--- config.mk ---
export PLATFORM = sky130hd
export DESIGN_NAME = btt_dp
export DESIGN_NICKNAME = d
export VERILOG_FILES = /design/src/sv/btt_pkg.sv /design/src/sv/btt_dp.sv
export SDC_FILE = /design/constraint.sdc
export NUM_CORES = 2
export LEC_CHECK = 0
export BUFFER_PORTS_ARGS = -buffer_cell sky130_fd_sc_hd__buf_2
export CAP_MARGIN = 20
export CORE_AREA = 2 2 692 522
export DETAILED_ROUTE_END_ITERATION = 16
export DIE_AREA = 0 0 694 524
export GPL_TIMING_DRIVEN = 0
export MAX_ROUTING_LAYER = met4
export PLACE_DENSITY = 0.65
export REMOVE_ABC_BUFFERS = 1
export SYNTH_ARGS = -nofsm -noshare
export SYNTH_HDL_FRONTEND = slang
export SYNTH_SLANG_ARGS = --single-unit
--- constraint.sdc ---
create_clock -name i_clk -period 127.9 [get_ports i_clk]
set_clock_uncertainty 0.15 [all_clocks]
set_input_delay 6.395 -clock i_clk [delete_from_list [all_inputs] [get_ports i_clk]]
set_output_delay 6.395 -clock i_clk [all_outputs]
set_load 0.03 [all_outputs]
--- src/sv/btt_pkg.sv ---
`default_nettype none
// ----------------------------------------------------------------------------
// btt_pkg
// Shared types and constants for the 64x64 bit tile transpose block.
// ----------------------------------------------------------------------------
package btt_pkg;

    localparam int unsigned WORD_W        = 64;  // width of src/dst words
    localparam int unsigned TILE_BITS_DEF = 64;  // default tile size

    typedef enum logic {
        ST_LOAD,
        ST_EMIT
    } t_state;

    // controller -> datapath commands
    typedef struct packed {
        logic load;   // shift a source word into the tile buffer
        logic emit;   // gather one column and shift the buffer down
        logic last;   // column being emitted is the last of the tile
    } t_cmd;

endpackage
`default_nettype wire

--- src/sv/btt_dp.sv ---
`default_nettype none
// ----------------------------------------------------------------------------
// btt_dp
// Tile buffer as a shift line of words; columns come out of bit 0 of each row.
// ----------------------------------------------------------------------------
module btt_dp #(
    parameter int unsigned TILE_BITS = btt_pkg::TILE_BITS_DEF
) (
    input  wire logic                       i_clk,
    input  wire logic                       i_rst_n,
    input  wire btt_pkg::t_cmd              i_cmd,
    input  wire logic [btt_pkg::WORD_W-1:0] i_src_word,
    output      logic                       o_dst_valid,
    output      logic [btt_pkg::WORD_W-1:0] o_dst_word,
    output      logic                       o_last_of_tile
);

    // after a full load, r_buf[b] holds source word b
    logic [TILE_BITS-1:0]       r_buf [TILE_BITS];
    logic [TILE_BITS-1:0]       w_col;
    logic [btt_pkg::WORD_W-1:0] r_dst_word;
    logic                       r_dst_valid;
    logic                       r_last;

    always_comb begin
        for (int b = 0; b < TILE_BITS; b++) begin
            w_col[b] = r_buf[b][0];
        end
    end

    always_ff @(posedge i_clk) begin
        if (i_cmd.load) begin
            for (int i = 0; i < TILE_BITS - 1; i++) begin
                r_buf[i] <= r_buf[i+1];
            end
            r_buf[TILE_BITS-1] <= i_src_word[TILE_BITS-1:0];
        end else if (i_cmd.emit) begin
            // each row steps right so the next column sits at bit 0
            for (int i = 0; i < TILE_BITS; i++) begin
                r_buf[i] <= r_buf[i] >> 1;
            end
        end
    end

    always_ff @(posedge i_clk) begin
        if (i_cmd.emit) begin
            r_dst_word <= btt_pkg::WORD_W'(w_col);
            r_last     <= i_cmd.last;
        end
    end

    always_ff @(posedge i_clk) begin
        if (!i_rst_n) begin
            r_dst_valid <= 1'b0;
        end else begin
            r_dst_valid <= i_cmd.emit;
        end
    end

    assign o_dst_valid    = r_dst_valid;
    assign o_dst_word     = r_dst_word;
    assign o_last_of_tile = r_last;

endmodule
`default_nettype wire

==> out/qor.txt <==
final worst slack -> 115.30 ns
crit path kind -> primary input to register
CP startpoint kind -> primary input
wire per inst -> 14.6 µm
layout cells sized above 1 -> 20.6%
Post-CTS Setup Repair Bufs -> 0
gpl congestion -> 0.742
Post-Route Setup TNS -> 0 ns
via count -> 95700
Post-CTS Hold Buffers -> 0
Overall Power -> 3.28 mW
sequential area share after synthesis -> 70.0%
final worst-path cycle share -> 9.86%
yosys warns -> 0
first-pass GRT wire length -> 450 mm
clock sink total -> 4162
fillers -> 28500
Core Rows -> 190
Clock Latency Late Sink -> 0.97 ns
final setup vio count -> 0
synthesized flop and latch total -> 4162
slew at the pin closest to its max-slew limit -> 1.08 ns
die area -> 364000 µm²
Hold Fails Final Rpt -> 0
drt drc -> 0
number of DRC markers in iteration 0 -> 8676
largest net degree at the start of global routing -> 294
Core ar. -> 356000 µm²
Synth Cell Area -> 178000 µm²
crit path DAT -> 13.07 ns
area delta synth->final -> 9.99%
Slew Viols, Final -> 0
cell area power density -> 16.8 nW/µm²
vias in the first global route -> 92300
total CTS buffers -> 402
DIE HEIGHT -> 524 µm
IO Port Bufs -> 134
area share of the largest cell type after synthesis -> 69.7%
Unique masters post-synth -> 18
Max-cap violations -> 0
clock slew at reported path FFs -> 0.06 ns
commonest cells in the synthesized netlist -> 4142 x nand2_1, 4128 x edfxtp_1, 1953 x mux2_2
status -> finished clean
first-pass iteration count of the detailed router -> 6
crit path max fanout -> 198
RSZ-0062 raised after global routing -> false
worst vdd ir -> 0.0109 mV
Ports -> 135
Syn Area/Cell -> 13.3 µm²
pre-CTS setup slack -> 114.07 ns
grt total ovfl -> 0
Design Area, Final -> 196000 µm²
Die Span X -> 694 µm
P_leak -> 69.4 nW
Worst setup EP type -> register
worst hold path class -> register to register
estimated wirelength of the detail-placed design -> 143 mm
Max Freq -> 79.3 MHz
number of routed nets with antenna violations -> 0
Worst slew margin -> 28.0%
CTS root buffer -> clkbuf_16
ys async rst share -> 0%
routed wire length -> 264 mm
Vias per Instance -> 5.28
ys flop type -> edfxtp_1
worst-case clock buffer depth -> 4
Initial Utilization -> 49.9%
net count reported at finish -> 13200
Total GRT Usage -> 14.5%
largest area contributor in the netlist -> edfxtp_1
placed cell areas -> 183000 µm²
most common cell in the synthesized netlist -> nand2_1
Critical Path RT -> 128.36 ns
Cells after Synth -> 13400
largest cells by area after synthesis -> edfxtp_1 70%, mux2_2 12%, nand2_1 8.7%
PostCTS Resize Cnt -> 0
CTS H-Tree Depth -> 5
Post-synth EDFFs -> 4128
min Tclk post-route -> 12.61 ns
CTS tree -> done
initial antenna violation count -> 4
report_power, final:
group | internal [mW] | switching, mW | total (mW) | leakage, nW
registers | 1.75 | 0.0941 | 1.84 | 43.8
logic | 0.138 | 0.132 | 0.270 | 19.3
clock network | 0.663 | 0.507 | 1.17 | 6.30
total | 2.55 | 0.733 | 3.28 | 69.4
metal layers:
layer  vias to the layer above  track usage [%]  share of wire (%)
li1                      47600                -                  -
met1                     46500             19.7                 47
met2                      1071             22.9                 48
met3                       479             2.16                3.3
met4                         0             3.88                2.4
met5                         -                -                  0
cells in the final DEF (no fill, tap or decap), drive strengths merged:
cell type / synthesis / final
or2: 1 / 1
a22o: 8 / 8
clkinv: 0 / 179
o21ai: 2104 / 2104
nor2b: 1 / 1
mux2: 1953 / 1953
edfxtp: 4128 / 4128
inv: 1 / 13
dfxtp: 34 / 34
nand2: 4142 / 4142
and2: 32 / 32
bufinv: 0 / 34
buf: 535 / 246
clkbuf: 385 / 503
clkinvlp: 0 / 8
diode: 0 / 1
nand2b: 34 / 34
sequential cells by signal, summed over array words and instances (netlist names):
name / cells
o_dst_valid: 1
o_dst_word: 64
o_last_of_tile: 1
r_buf: 4096
worst max-delay path, stage by stage:
cell and delay (ns):
buf_12 0.43, buf_16 0.52, buf_16 0.47, buf_16 0.50
buf_16 0.45, or2_4 0.70, buf_16 0.36, buf_16 0.30
buf_16 0.33, buf_16 0.32, buf_16 0.32, buf_16 0.32
buf_16 0.30, buf_16 0.31
through the flow:
step	hold slack [ns]	utilization [%]	cells
6_report	0.281	54.9	18100
4_1_cts	0.280	54.9	18100
3_5_place_dp	0.275	51.3	17400
5_1_grt	0.309	54.9	18100
3_3_place_gp	0.258	50.4	17300
2_1_floorplan	0.250	-	12400
final timing paths:
path                     start       endpoint  slack [ns]  cells after the start
setup / recovery      i_cmd[1]  r_buf[51][15]      115.30                     14
setup reg to reg  r_buf[53][0]   r_buf[52][0]      126.62                      1
hold reg to reg    r_buf[0][0]  o_dst_word[0]        0.28                      0
hold / removal     r_buf[0][0]  o_dst_word[0]        0.28                      0
logic make-up after synthesis:
group	Yosys count	synth area share, %
mux	1953	12.4
compound gates	2112	5.96
flops	4162	70.0
simple gates	4210	8.98
buf+inv	921	2.67
area by class of cell:
cell class              count  area, µm²  share of cell area (%)
flip-flops and latches   4162     125000                    63.7
multi-input cells        8275      48600                    24.8
clock buffers             503      10700                    5.47
well taps                4704       5890                    3.01
repair buffers            246       3750                    1.92
clock inverters           233       2160                    1.10
inverters                   1       3.75                 0.00192
diodes                      1       2.50                 0.00128
Power figures use the tool's default switching activity.
