===== src/sv/btt_pkg.sv =====
`default_nettype none
// ----------------------------------------------------------------------------
// btt_pkg
// Shared types and constants for the 64x64 bit tile transpose block.
// ----------------------------------------------------------------------------
package btt_pkg;

    localparam int unsigned WORD_W        = 64;  // width of src/dst words
    localparam int unsigned TILE_BITS_DEF = 64;  // default tile size

    typedef enum logic {
        ST_LOAD,
        ST_EMIT
    } t_state;

    // controller -> datapath commands
    typedef struct packed {
        logic load;   // shift a source word into the tile buffer
        logic emit;   // gather one column and shift the buffer down
        logic last;   // column being emitted is the last of the tile
    } t_cmd;

endpackage
`default_nettype wire


===== src/sv/btt_ctrl.sv =====
`default_nettype none
// ----------------------------------------------------------------------------
// btt_ctrl
// Load/emit sequencer: counts source words in, then counts columns out.
// ----------------------------------------------------------------------------
module btt_ctrl #(
    parameter int unsigned TILE_BITS = btt_pkg::TILE_BITS_DEF
) (
    input  wire logic          i_clk,
    input  wire logic          i_rst_n,
    input  wire logic          i_start,
    output      logic          o_busy,
    output      btt_pkg::t_cmd o_cmd
);

    localparam int unsigned CNT_W = $clog2(TILE_BITS);
    localparam logic [CNT_W-1:0] CNT_LAST = CNT_W'(TILE_BITS - 1);

    btt_pkg::t_state r_state, n_state;
    logic [CNT_W-1:0] r_count, n_count;
    logic             w_at_last;

    assign w_at_last = (r_count == CNT_LAST);

    // next state and counter
    always_comb begin
        n_state = r_state;
        n_count = r_count;
        case (r_state)
            btt_pkg::ST_LOAD: begin
                if (i_start) begin
                    if (w_at_last) begin
                        n_count = '0;
                        n_state = btt_pkg::ST_EMIT;
                    end else begin
                        n_count = r_count + 1'b1;
                    end
                end
            end
            btt_pkg::ST_EMIT: begin
                if (w_at_last) begin
                    n_count = '0;
                    n_state = btt_pkg::ST_LOAD;
                end else begin
                    n_count = r_count + 1'b1;
                end
            end
            default: begin
                n_count = '0;
                n_state = btt_pkg::ST_LOAD;
            end
        endcase
    end

    // outputs
    always_comb begin
        o_busy     = 1'b0;
        o_cmd.load = 1'b0;
        o_cmd.emit = 1'b0;
        o_cmd.last = 1'b0;
        case (r_state)
            btt_pkg::ST_LOAD: begin
                o_cmd.load = i_start;
            end
            btt_pkg::ST_EMIT: begin
                o_busy     = 1'b1;
                o_cmd.emit = 1'b1;
                o_cmd.last = w_at_last;
            end
            default: begin
                o_busy = 1'b1;
            end
        endcase
    end

    always_ff @(posedge i_clk) begin
        if (!i_rst_n) begin
            r_state <= btt_pkg::ST_LOAD;
            r_count <= '0;
        end else begin
            r_state <= n_state;
            r_count <= n_count;
        end
    end

endmodule
`default_nettype wire


===== config.mk =====
export PLATFORM = sky130hd
export DESIGN_NAME = btt_ctrl
export DESIGN_NICKNAME = d
export VERILOG_FILES = /design/src/sv/btt_pkg.sv /design/src/sv/btt_ctrl.sv
export SDC_FILE = /design/constraint.sdc
export NUM_CORES = 1
export LEC_CHECK = 0
export BUFFER_PORTS_ARGS = -buffer_cell sky130_fd_sc_hd__buf_2
export CAP_MARGIN = 20
export CELL_PAD_IN_SITES_DETAIL_PLACEMENT = 1
export CELL_PAD_IN_SITES_GLOBAL_PLACEMENT = 1
export CORE_AREA = 2 2 39 41
export DETAILED_ROUTE_END_ITERATION = 7
export DIE_AREA = 0 0 41 43
export GPL_ROUTABILITY_DRIVEN = 0
export GPL_TIMING_DRIVEN = 0
export PLACE_DENSITY_LB_ADDON = 0.3
export SLEW_MARGIN = 20
export SYNTH_ARGS = -nofsm -noshare
export SYNTH_HDL_FRONTEND = slang
export SYNTH_SLANG_ARGS = --single-unit

===== constraint.sdc =====
create_clock -name i_clk -period 1.29 [get_ports i_clk]
set_input_delay 0 -clock i_clk [delete_from_list [all_inputs] [get_ports i_clk]]
set_output_delay 0 -clock i_clk [all_outputs]
set_load 0.02 [all_outputs]

==> key figures, run 1 <==
Route
  • Remaining antenna violation count after routing: 0
  • Via count: ~340
  • Overall routed net length: between 800 and 900 um
  • DRC marker count from the first detailed-route iteration: 8
  • DRC violations left: 0
  • Average routed wire per standard cell: between 10 and 15 um
  • Length of the first detailed-routing pass in iterations: 4
  • Per-cell via count in the routed design: between 4 and 5

Synth
  • Fraction of the yosys area taken by sequential cells: a little under two fifths
  • Number of unique standard cell types used by synthesis: 23
  • Cell Area, Synth: 365 um2
  • Net count after synthesis: 47
  • Cells taking the most area after synthesis: sky130_fd_sc_hd__dfxtp_1 (38%), sky130_fd_sc_hd__nand2_1 (7.2%), sky130_fd_sc_hd__nand3_1 (6.8%)
  • Per-instance average area after synthesis: about 8.5 um2
  • Flip-flop and latch count after synthesis: 7
  • Number of warnings reported in the yosys synthesis log: 0
  • Gate count of the mapped netlist: between 40 and 50
  • Area share of the leading cell type in the synthesized netlist: a little under two fifths
  • Library cell occupying the most area in the post-synthesis netlist: sky130_fd_sc_hd__dfxtp_1

Setup path
  • Type of the setup path with the least slack: flip-flop to output port
  • Launch point of the worst reg-to-reg path: r_state$_SDFF_PN0_
  • Startpoint types: flip-flop
  • Largest stage delay on the critical path: around 0.36 ns
  • Worst-case reg-to-reg path depth: 4
  • Critical Path AT: about 1.3 ns
  • Bufs and invs on worst path: 1
  • Critical path's top delay family: flip-flops
  • Worst R2R End: r_count[3]$_SDFFE_PN0P_
  • Worst Path Max Fanout: 4
  • Series of cell instances along the critical path: ha_2 > nand2_2 > nor2_4 > and2_2 > buf_4
  • WP data required: approximately 1.3 ns
  • Critical path capture point type: output port
  • Cell with the biggest individual delay on the critical path: sky130_fd_sc_hd__dfxtp_2
  • Crit path launch: r_count[0]$_SDFFE_PN0P_
  • R2R Setup Slk: around 0.10 ns

Placement
  • Half-perimeter wire length of the detailed placement result: roughly 550 um
  • Area after DPL: around 400 um2
  • Number of buffers added on ports: 5

Timing
  • F_max: 0.798 GHz
  • Setup violators final: 0
  • Post-route fraction of the period consumed by the critical path: a little over nine tenths
  • Relative slew slack: between 80% and 90%
  • Fin Setup TNS: 0 ns
  • Clock Skews: ~0.010 ns
  • Total count of hold-check failures in the final report: 0
  • Post-route worst hold slack: approximately 0.063 ns
  • Count of pins over their slew limit: 0
  • Clock period minus worst slack: around 1.3 ns
  • Setup repair after global routing missed its margin: no
  • Transition time at the pin with the least slew margin: approximately 0.19 ns

CTS
  • CTS clock-pin slew for the worst setup and hold paths: ~0.060 ns
  • Sinks on Clock Net: 7
  • Count of H-tree levels built during CTS: 1
  • Number of buffers inserted by hold repair at cts: 0
  • Clk Tree Root Cell: sky130_fd_sc_hd__clkbuf_4
  • Clock latency at the later pin of the worst-skew pair: roughly 0.26 ns
  • CTS tree: done
  • Clock buffer count from CTS: 3
  • Clock Path Buffers: 2

Min path
  • Hold Path Cell Cnt: 3
  • Endpoint, Worst Hold: r_state$_SDFF_PN0_
  • HP Start: i_rst_n
  • Hold crit path type: primary input to flip-flop

Power and ir drop
  • Power Dens Cells: just over 1000 nW/um2
  • Static leakage: ~0.00018 uW
  • Total design power: approximately 480 uW
  • IR drop worst, VDD: 0.341 mV

Layout
  • Final core area utilization: about a third
  • Leading cell type in the layout, fill and taps excluded: sky130_fd_sc_hd__nand2_1
  • Leading cell types in the layout, fill and taps excluded: sky130_fd_sc_hd__nand2_1 (6), sky130_fd_sc_hd__nand3_1 (5), sky130_fd_sc_hd__buf_2 (5), sky130_fd_sc_hd__buf_4 (4), sky130_fd_sc_hd__dfxtp_2 (4)
  • Share of layout cells above drive strength 1: 42.6%
  • Filler Cells Inserted: 180
  • Nets@finish: approximately 60
  • Diode count: 0
  • Area growth from synthesis to layout: 30.1%
  • Post-route cell area: 475 um2

Outcome
  • Outcome: completed

GRT
  • Tot GR Track Use: around an eighth
  • Via count of the first global-routing pass: ~330
  • Antenna violations before repair: 0
  • Global-route wire length before repair: 1.39 mm
  • Remaining global-route overflow: 0
  • Largest net degree at the start of global routing: 10

Die
  • Core area: about 1400 um2
  • Die X-Extent: between 40 and 50 um
  • Cell row count: 14
  • Height of the die: between 40 and 50 um
  • Boundary pin count: 7
  • Die area: ~1800 um2
  • Initial core utilization: 26.4%

Flow run
  • Max Cap Violations: 0
-- sequential cells by signal, indices dropped and copies added (netlist names) --
signal   flops
r_count      6
r_state      1
-- per-layer routing --
layer / vias to the layer above / wire length [um] / part of all wire (%) / GRT usage (%)
met1: 154 / 408 / 49 / 15.4
met3: 2 / 33 / 4.0 / 4.71
met2: 10 / 377 / 45 / 16.3
met5: - / 0 / 0 / 0
met4: 0 / 13 / 1.6 / 8.00
li1: 176 / - / - / -
-- cells by family after synthesis --
kind of cell,count (synthesis),synth area share [%]
adders and majority gates,1,3.42
buffers and inverters,4,7.53
muxes,1,2.74
DFF,7,38.4
AOI/OAI and AO/OA,7,13.4
and+or+nand+nor,21,29.8
xor gates and xnor gates,2,4.80
-- final cells by class --
class / count / area (um2) / share of cell area (%)
repair buffers: 7 / 42.5 / 8.95
multi-input cells: 32 / 210 / 44.2
flip-flops and latches: 7 / 149 / 31.3
clock buffers: 4 / 26.3 / 5.53
plain buffers: 3 / 23.8 / 5.00
well taps: 16 / 20.0 / 4.21
inverters: 1 / 3.75 / 0.789
-- report_power, final --
| group | switching [uW] | total [uW] | internal (uW) |
|---|---|---|---|
| combinational | 21.1 | 40.6 | 19.5 |
| clock | 86.2 | 205 | 118 |
| sequential | 8.77 | 233 | 224 |
| total | 116 | 478 | 362 |
-- worst max path at each step --
stage | cells after the start | to | slack (ns)
floorplan | 4 | r_count[3]$_SDFFE_PN0P_ | 0.07
global placement | 5 | o_cmd[0] | -0.05
detailed placement | 5 | o_cmd[0] | -0.04
CTS | 5 | o_cmd[0] | 0.009
global route | 4 | r_count[3]$_SDFFE_PN0P_ | 0.002
finish | 5 | o_cmd[0] | 0.04
-- what timing repair did --
item / CTS / global route
gates cloned: 0 / 0
pin swaps: 1 / 1
resized for setup: 5 / 5
buffers inserted: 1 / 1
setup endpoints to repair: 1 / 2
-- metrics by stage --
stage	setup slack, ns	cells
3_5_place_dp	-0.0413	64
3_3_place_gp	-0.0451	64
6_report	0.0367	70
4_1_cts	0.00883	69
2_1_floorplan	0.0675	43
5_1_grt	0.00178	70
-- cell usage after synthesis --
master	instances
sky130_fd_sc_hd__ha_1	1
sky130_fd_sc_hd__xor2_1	2
sky130_fd_sc_hd__inv_1	1
sky130_fd_sc_hd__mux2i_1	1
sky130_fd_sc_hd__or3_1	1
sky130_fd_sc_hd__or4b_1	1
sky130_fd_sc_hd__nand3b_1	1
sky130_fd_sc_hd__buf_2	1
sky130_fd_sc_hd__o211ai_1	1
sky130_fd_sc_hd__buf_4	1
sky130_fd_sc_hd__o22ai_1	2
sky130_fd_sc_hd__buf_6	1
sky130_fd_sc_hd__nand3_1	5
sky130_fd_sc_hd__and2_2	1
sky130_fd_sc_hd__o21ai_0	1
sky130_fd_sc_hd__nand2_1	7
sky130_fd_sc_hd__or2_1	1
sky130_fd_sc_hd__and2b_2	1
sky130_fd_sc_hd__nor2_1	3
sky130_fd_sc_hd__a31oi_1	1
sky130_fd_sc_hd__o221ai_1	1
sky130_fd_sc_hd__o2111ai_1	1
sky130_fd_sc_hd__dfxtp_1	7
-- worst reg2reg max path, cell delays in order, from the launching register on --
cell	delay [ns]
sky130_fd_sc_hd__dfxtp_4	0.38
sky130_fd_sc_hd__or2_1	0.12
sky130_fd_sc_hd__buf_6	0.11
sky130_fd_sc_hd__or4b_1	0.43
sky130_fd_sc_hd__o221ai_1	0.08
Note: power is estimated with default switching activity, not from simulation.
==> run 2: changes to the inputs <==
- clock period: 1.29 -> 1.2 ns (I/O delays scaled with it)
==> run 2 against run 1 <==
Against the previous run: utilization increased by 6.3 points; sequential power grew 7%; clock power is 11% higher; clock skew decreased by 0.0080 ns; critical path depth is the same; global-route usage is 0.65 points higher; wire length rose by 20%; highest routed layer unchanged; sequential cell count is the same; non-clock buffer count rose by 6; power grew 12%.
==> key figures, run 2 (synthesis results as in run 1) <==
Route
  • Average routed wire per standard cell: 13.1 um (+10%)
  • Per-cell via count in the routed design: 4.66 (-4.7%)
  • Via count: 354 (+3.5%)
  • Metal-1 WL: 437 um (+7.1%)
  • Overall routed net length: 996 um (+20%)
  • DRC violations left: 0 (unchanged)
  • Met2 layer wire length in the routed design: 499 um (+32%)
  • Length of the first detailed-routing pass in iterations: 2 (-2)
  • Remaining antenna violation count after routing: 0 (unchanged)
  • Topmost layer with routed signal wires: met4
  • Met3 Routed Length: 39 um (+18%)
  • DRC marker count from the first detailed-route iteration: 1 (-7)

GRT
  • Antenna violations before repair: 0 (unchanged)
  • Global-route wire length before repair: 1.46 mm (+4.5%)
  • Tot GR Track Use: 12.8% (+0.65 points)
  • Remaining global-route overflow: 0 (unchanged)
  • Largest net degree at the start of global routing: 10 (unchanged)
  • Via count of the first global-routing pass: 325 (-2.1%)

Layout
  • Leading cell type in the layout, fill and taps excluded: sky130_fd_sc_hd__buf_4
  • Area growth from synthesis to layout: 54.1%
  • Share of layout cells above drive strength 1: 53.3% (+11 points)
  • Filler Cells Inserted: 179 (-0.56%)
  • Nets@finish: 65 (+10%)
  • Register with the most flip-flops: r_count
  • Number of flip-flops under the largest register name: 6 (unchanged)
  • Diode count: 0 (unchanged)
  • Post-layout instance count excluding filler cells: 76 (+8.6%)
  • Registers with the highest flip-flop counts: r_count (6), r_state (1)
  • Leading cell types in the layout, fill and taps excluded: sky130_fd_sc_hd__buf_4 (9), sky130_fd_sc_hd__nand2_1 (6), sky130_fd_sc_hd__buf_2 (5), sky130_fd_sc_hd__nand3_1 (4), sky130_fd_sc_hd__dfxtp_4 (4)
  • Post-route cell area: 563 um2 (+18%)

Timing
  • Post-route worst hold slack: 0.0584 ns (-0.00505 ns)
  • Total count of hold-check failures in the final report: 0 (unchanged)
  • Post-route fraction of the period consumed by the critical path: approximately 99%
  • F_max: 0.840 GHz
  • Clock period minus worst slack: 1.19 ns
  • Count of pins over their slew limit: 0 (unchanged)
  • Setup violators final: 0 (unchanged)
  • Transition time at the pin with the least slew margin: 0.209 ns (+0.0188 ns)
  • Relative slew slack: 86.0% (-1.1 points)
  • Clock Skews: 0.00202 ns (-0.00800 ns)
  • Setup repair after global routing missed its margin: yes

Power and ir drop
  • Clk pwr share: 42.7% (about the same)
  • Switching Share: 26.2% (+1.9 points)
  • Proportion of power drawn by flip-flops and latches: 46.8% (-1.9 points)
  • Proportion of power drawn by combinational gates: 10.5% (+2.0 points)
  • Cell internal pwr: 394 uW (+8.9%)
  • Psw: 140 uW (+20%)
  • Power Dens Cells: 948 nW/um2 (-5.7%)
  • IR drop worst, VDD: 0.569 mV (+67%)
  • Total design power: 534 uW (+12%)
  • Static leakage: 0.000234 uW (+27%)

Die
  • Boundary pin count: 7 (unchanged)
  • Height of the die: 43 um (unchanged)
  • Die area: 1760 um2 (unchanged)
  • Core area: 1380 um2 (unchanged)
  • Die X-Extent: 41 um (unchanged)
  • Initial core utilization: 26.4% (unchanged)
  • Cell row count: 14 (unchanged)

Placement
  • Area after DPL: 414 um2 (+0.61%)
  • Cell Count Post-Placement: 64 (unchanged)
  • Number of buffers added on ports: 5 (unchanged)

Setup path
  • Critical Path AT: 1.19 ns (-0.06 ns)
  • Critical path capture point type: output port
  • WP data required: 1.20 ns (-0.09 ns)
  • Startpoint types: flip-flop
  • Worst Path Max Fanout: 4 (unchanged)
  • Type of the setup path with the least slack: flip-flop to output port

Flow run
  • Max Cap Violations: 0 (unchanged)

CTS
  • Count of H-tree levels built during CTS: 1 (unchanged)
  • Clock buffer count from CTS: 3 (unchanged)
  • Clock latency at the later pin of the worst-skew pair: 0.26 ns (about the same)
  • Clock Path Buffers: 2 (unchanged)
  • Clk Tree Root Cell: sky130_fd_sc_hd__clkbuf_4
  • CTS tree: done
  • CTS clock-pin slew for the worst setup and hold paths: 0.06 ns (about the same)
  • Sinks on Clock Net: 7 (unchanged)

Min path
  • Hold crit path type: primary input to flip-flop

Outcome
  • Outcome: completed
[run 2: routing by layer]
layer	vias to the layer above	track usage (%)
met5	-	0
met4	0	10.0
met3	2	3.14
met2	9	16.6
met1	158	17.2
li1	185	-
[run 2: final cells by class]
type,instances,area (um2),area share [%]
inverters,1,3.75,0.667
flip-flops and latches,7,156,27.8
multi-input cells,32,241,42.9
repair buffers,13,91.3,16.2
plain buffers,3,23.8,4.22
well taps,16,20.0,3.56
clock buffers,4,26.3,4.67
[run 2: what timing repair did]
| action | CTS | global route |
|---|---|---|
| endpoints found under the setup margin | 5 | 2 |
| pin swaps | 3 | 2 |
| hold buffers | 0 | 0 |
| setup buffers | 3 | 5 |
| resized for setup | 14 | 5 |
[run 2: power by group through the flow]
| stage | Sequential [uW] | Clock, uW | Combinational [uW] |
|---|---|---|---|
| detailed placement | 253 | 0 | 41.8 |
| finish | 250 | 228 | 55.9 |
| floorplan | 251 | 0 | 32.2 |
| global route | 251 | 245 | 61.9 |
| global placement | 253 | 0 | 41.5 |
| CTS | 251 | 232 | 45.0 |
[run 2: worst max-delay path, stage by stage (launching register included)]
cell and delay [ns]:
sky130_fd_sc_hd__dfxtp_4 0.37, sky130_fd_sc_hd__ha_4 0.16, sky130_fd_sc_hd__nand2_4 0.06, sky130_fd_sc_hd__nor2_4 0.09, sky130_fd_sc_hd__and2_4 0.15, sky130_fd_sc_hd__buf_6 0.11
[run 2: path summary, 6_finish.rpt]
path / start / to / slack [ns] / cells after the start
min: i_rst_n / r_state$_SDFF_PN0_ / 0.06 / 3
min reg2reg: r_count[5]$_SDFFE_PN0P_ / r_count[5]$_SDFFE_PN0P_ / 0.52 / 2
max: r_count[0]$_SDFFE_PN0P_ / o_cmd[0] / 0.01 / 5
max reg2reg: r_state$_SDFF_PN0_ / r_count[3]$_SDFFE_PN0P_ / 0.06 / 4
[run 2: through the flow]
| step | worst slack (ns) | utilization [%] | TNS, ns |
|---|---|---|---|
| after global routing | -0.0253 | 40.7 | -0.0333 |
| after CTS | 0.0202 | 36.5 | 0 |
| after global placement | -0.139 | 29.9 | -0.432 |
| final | 0.00971 | 40.7 | 0 |
| after floorplan | 0.0205 | - | 0 |
| after detailed placement | -0.151 | 29.9 | -0.510 |
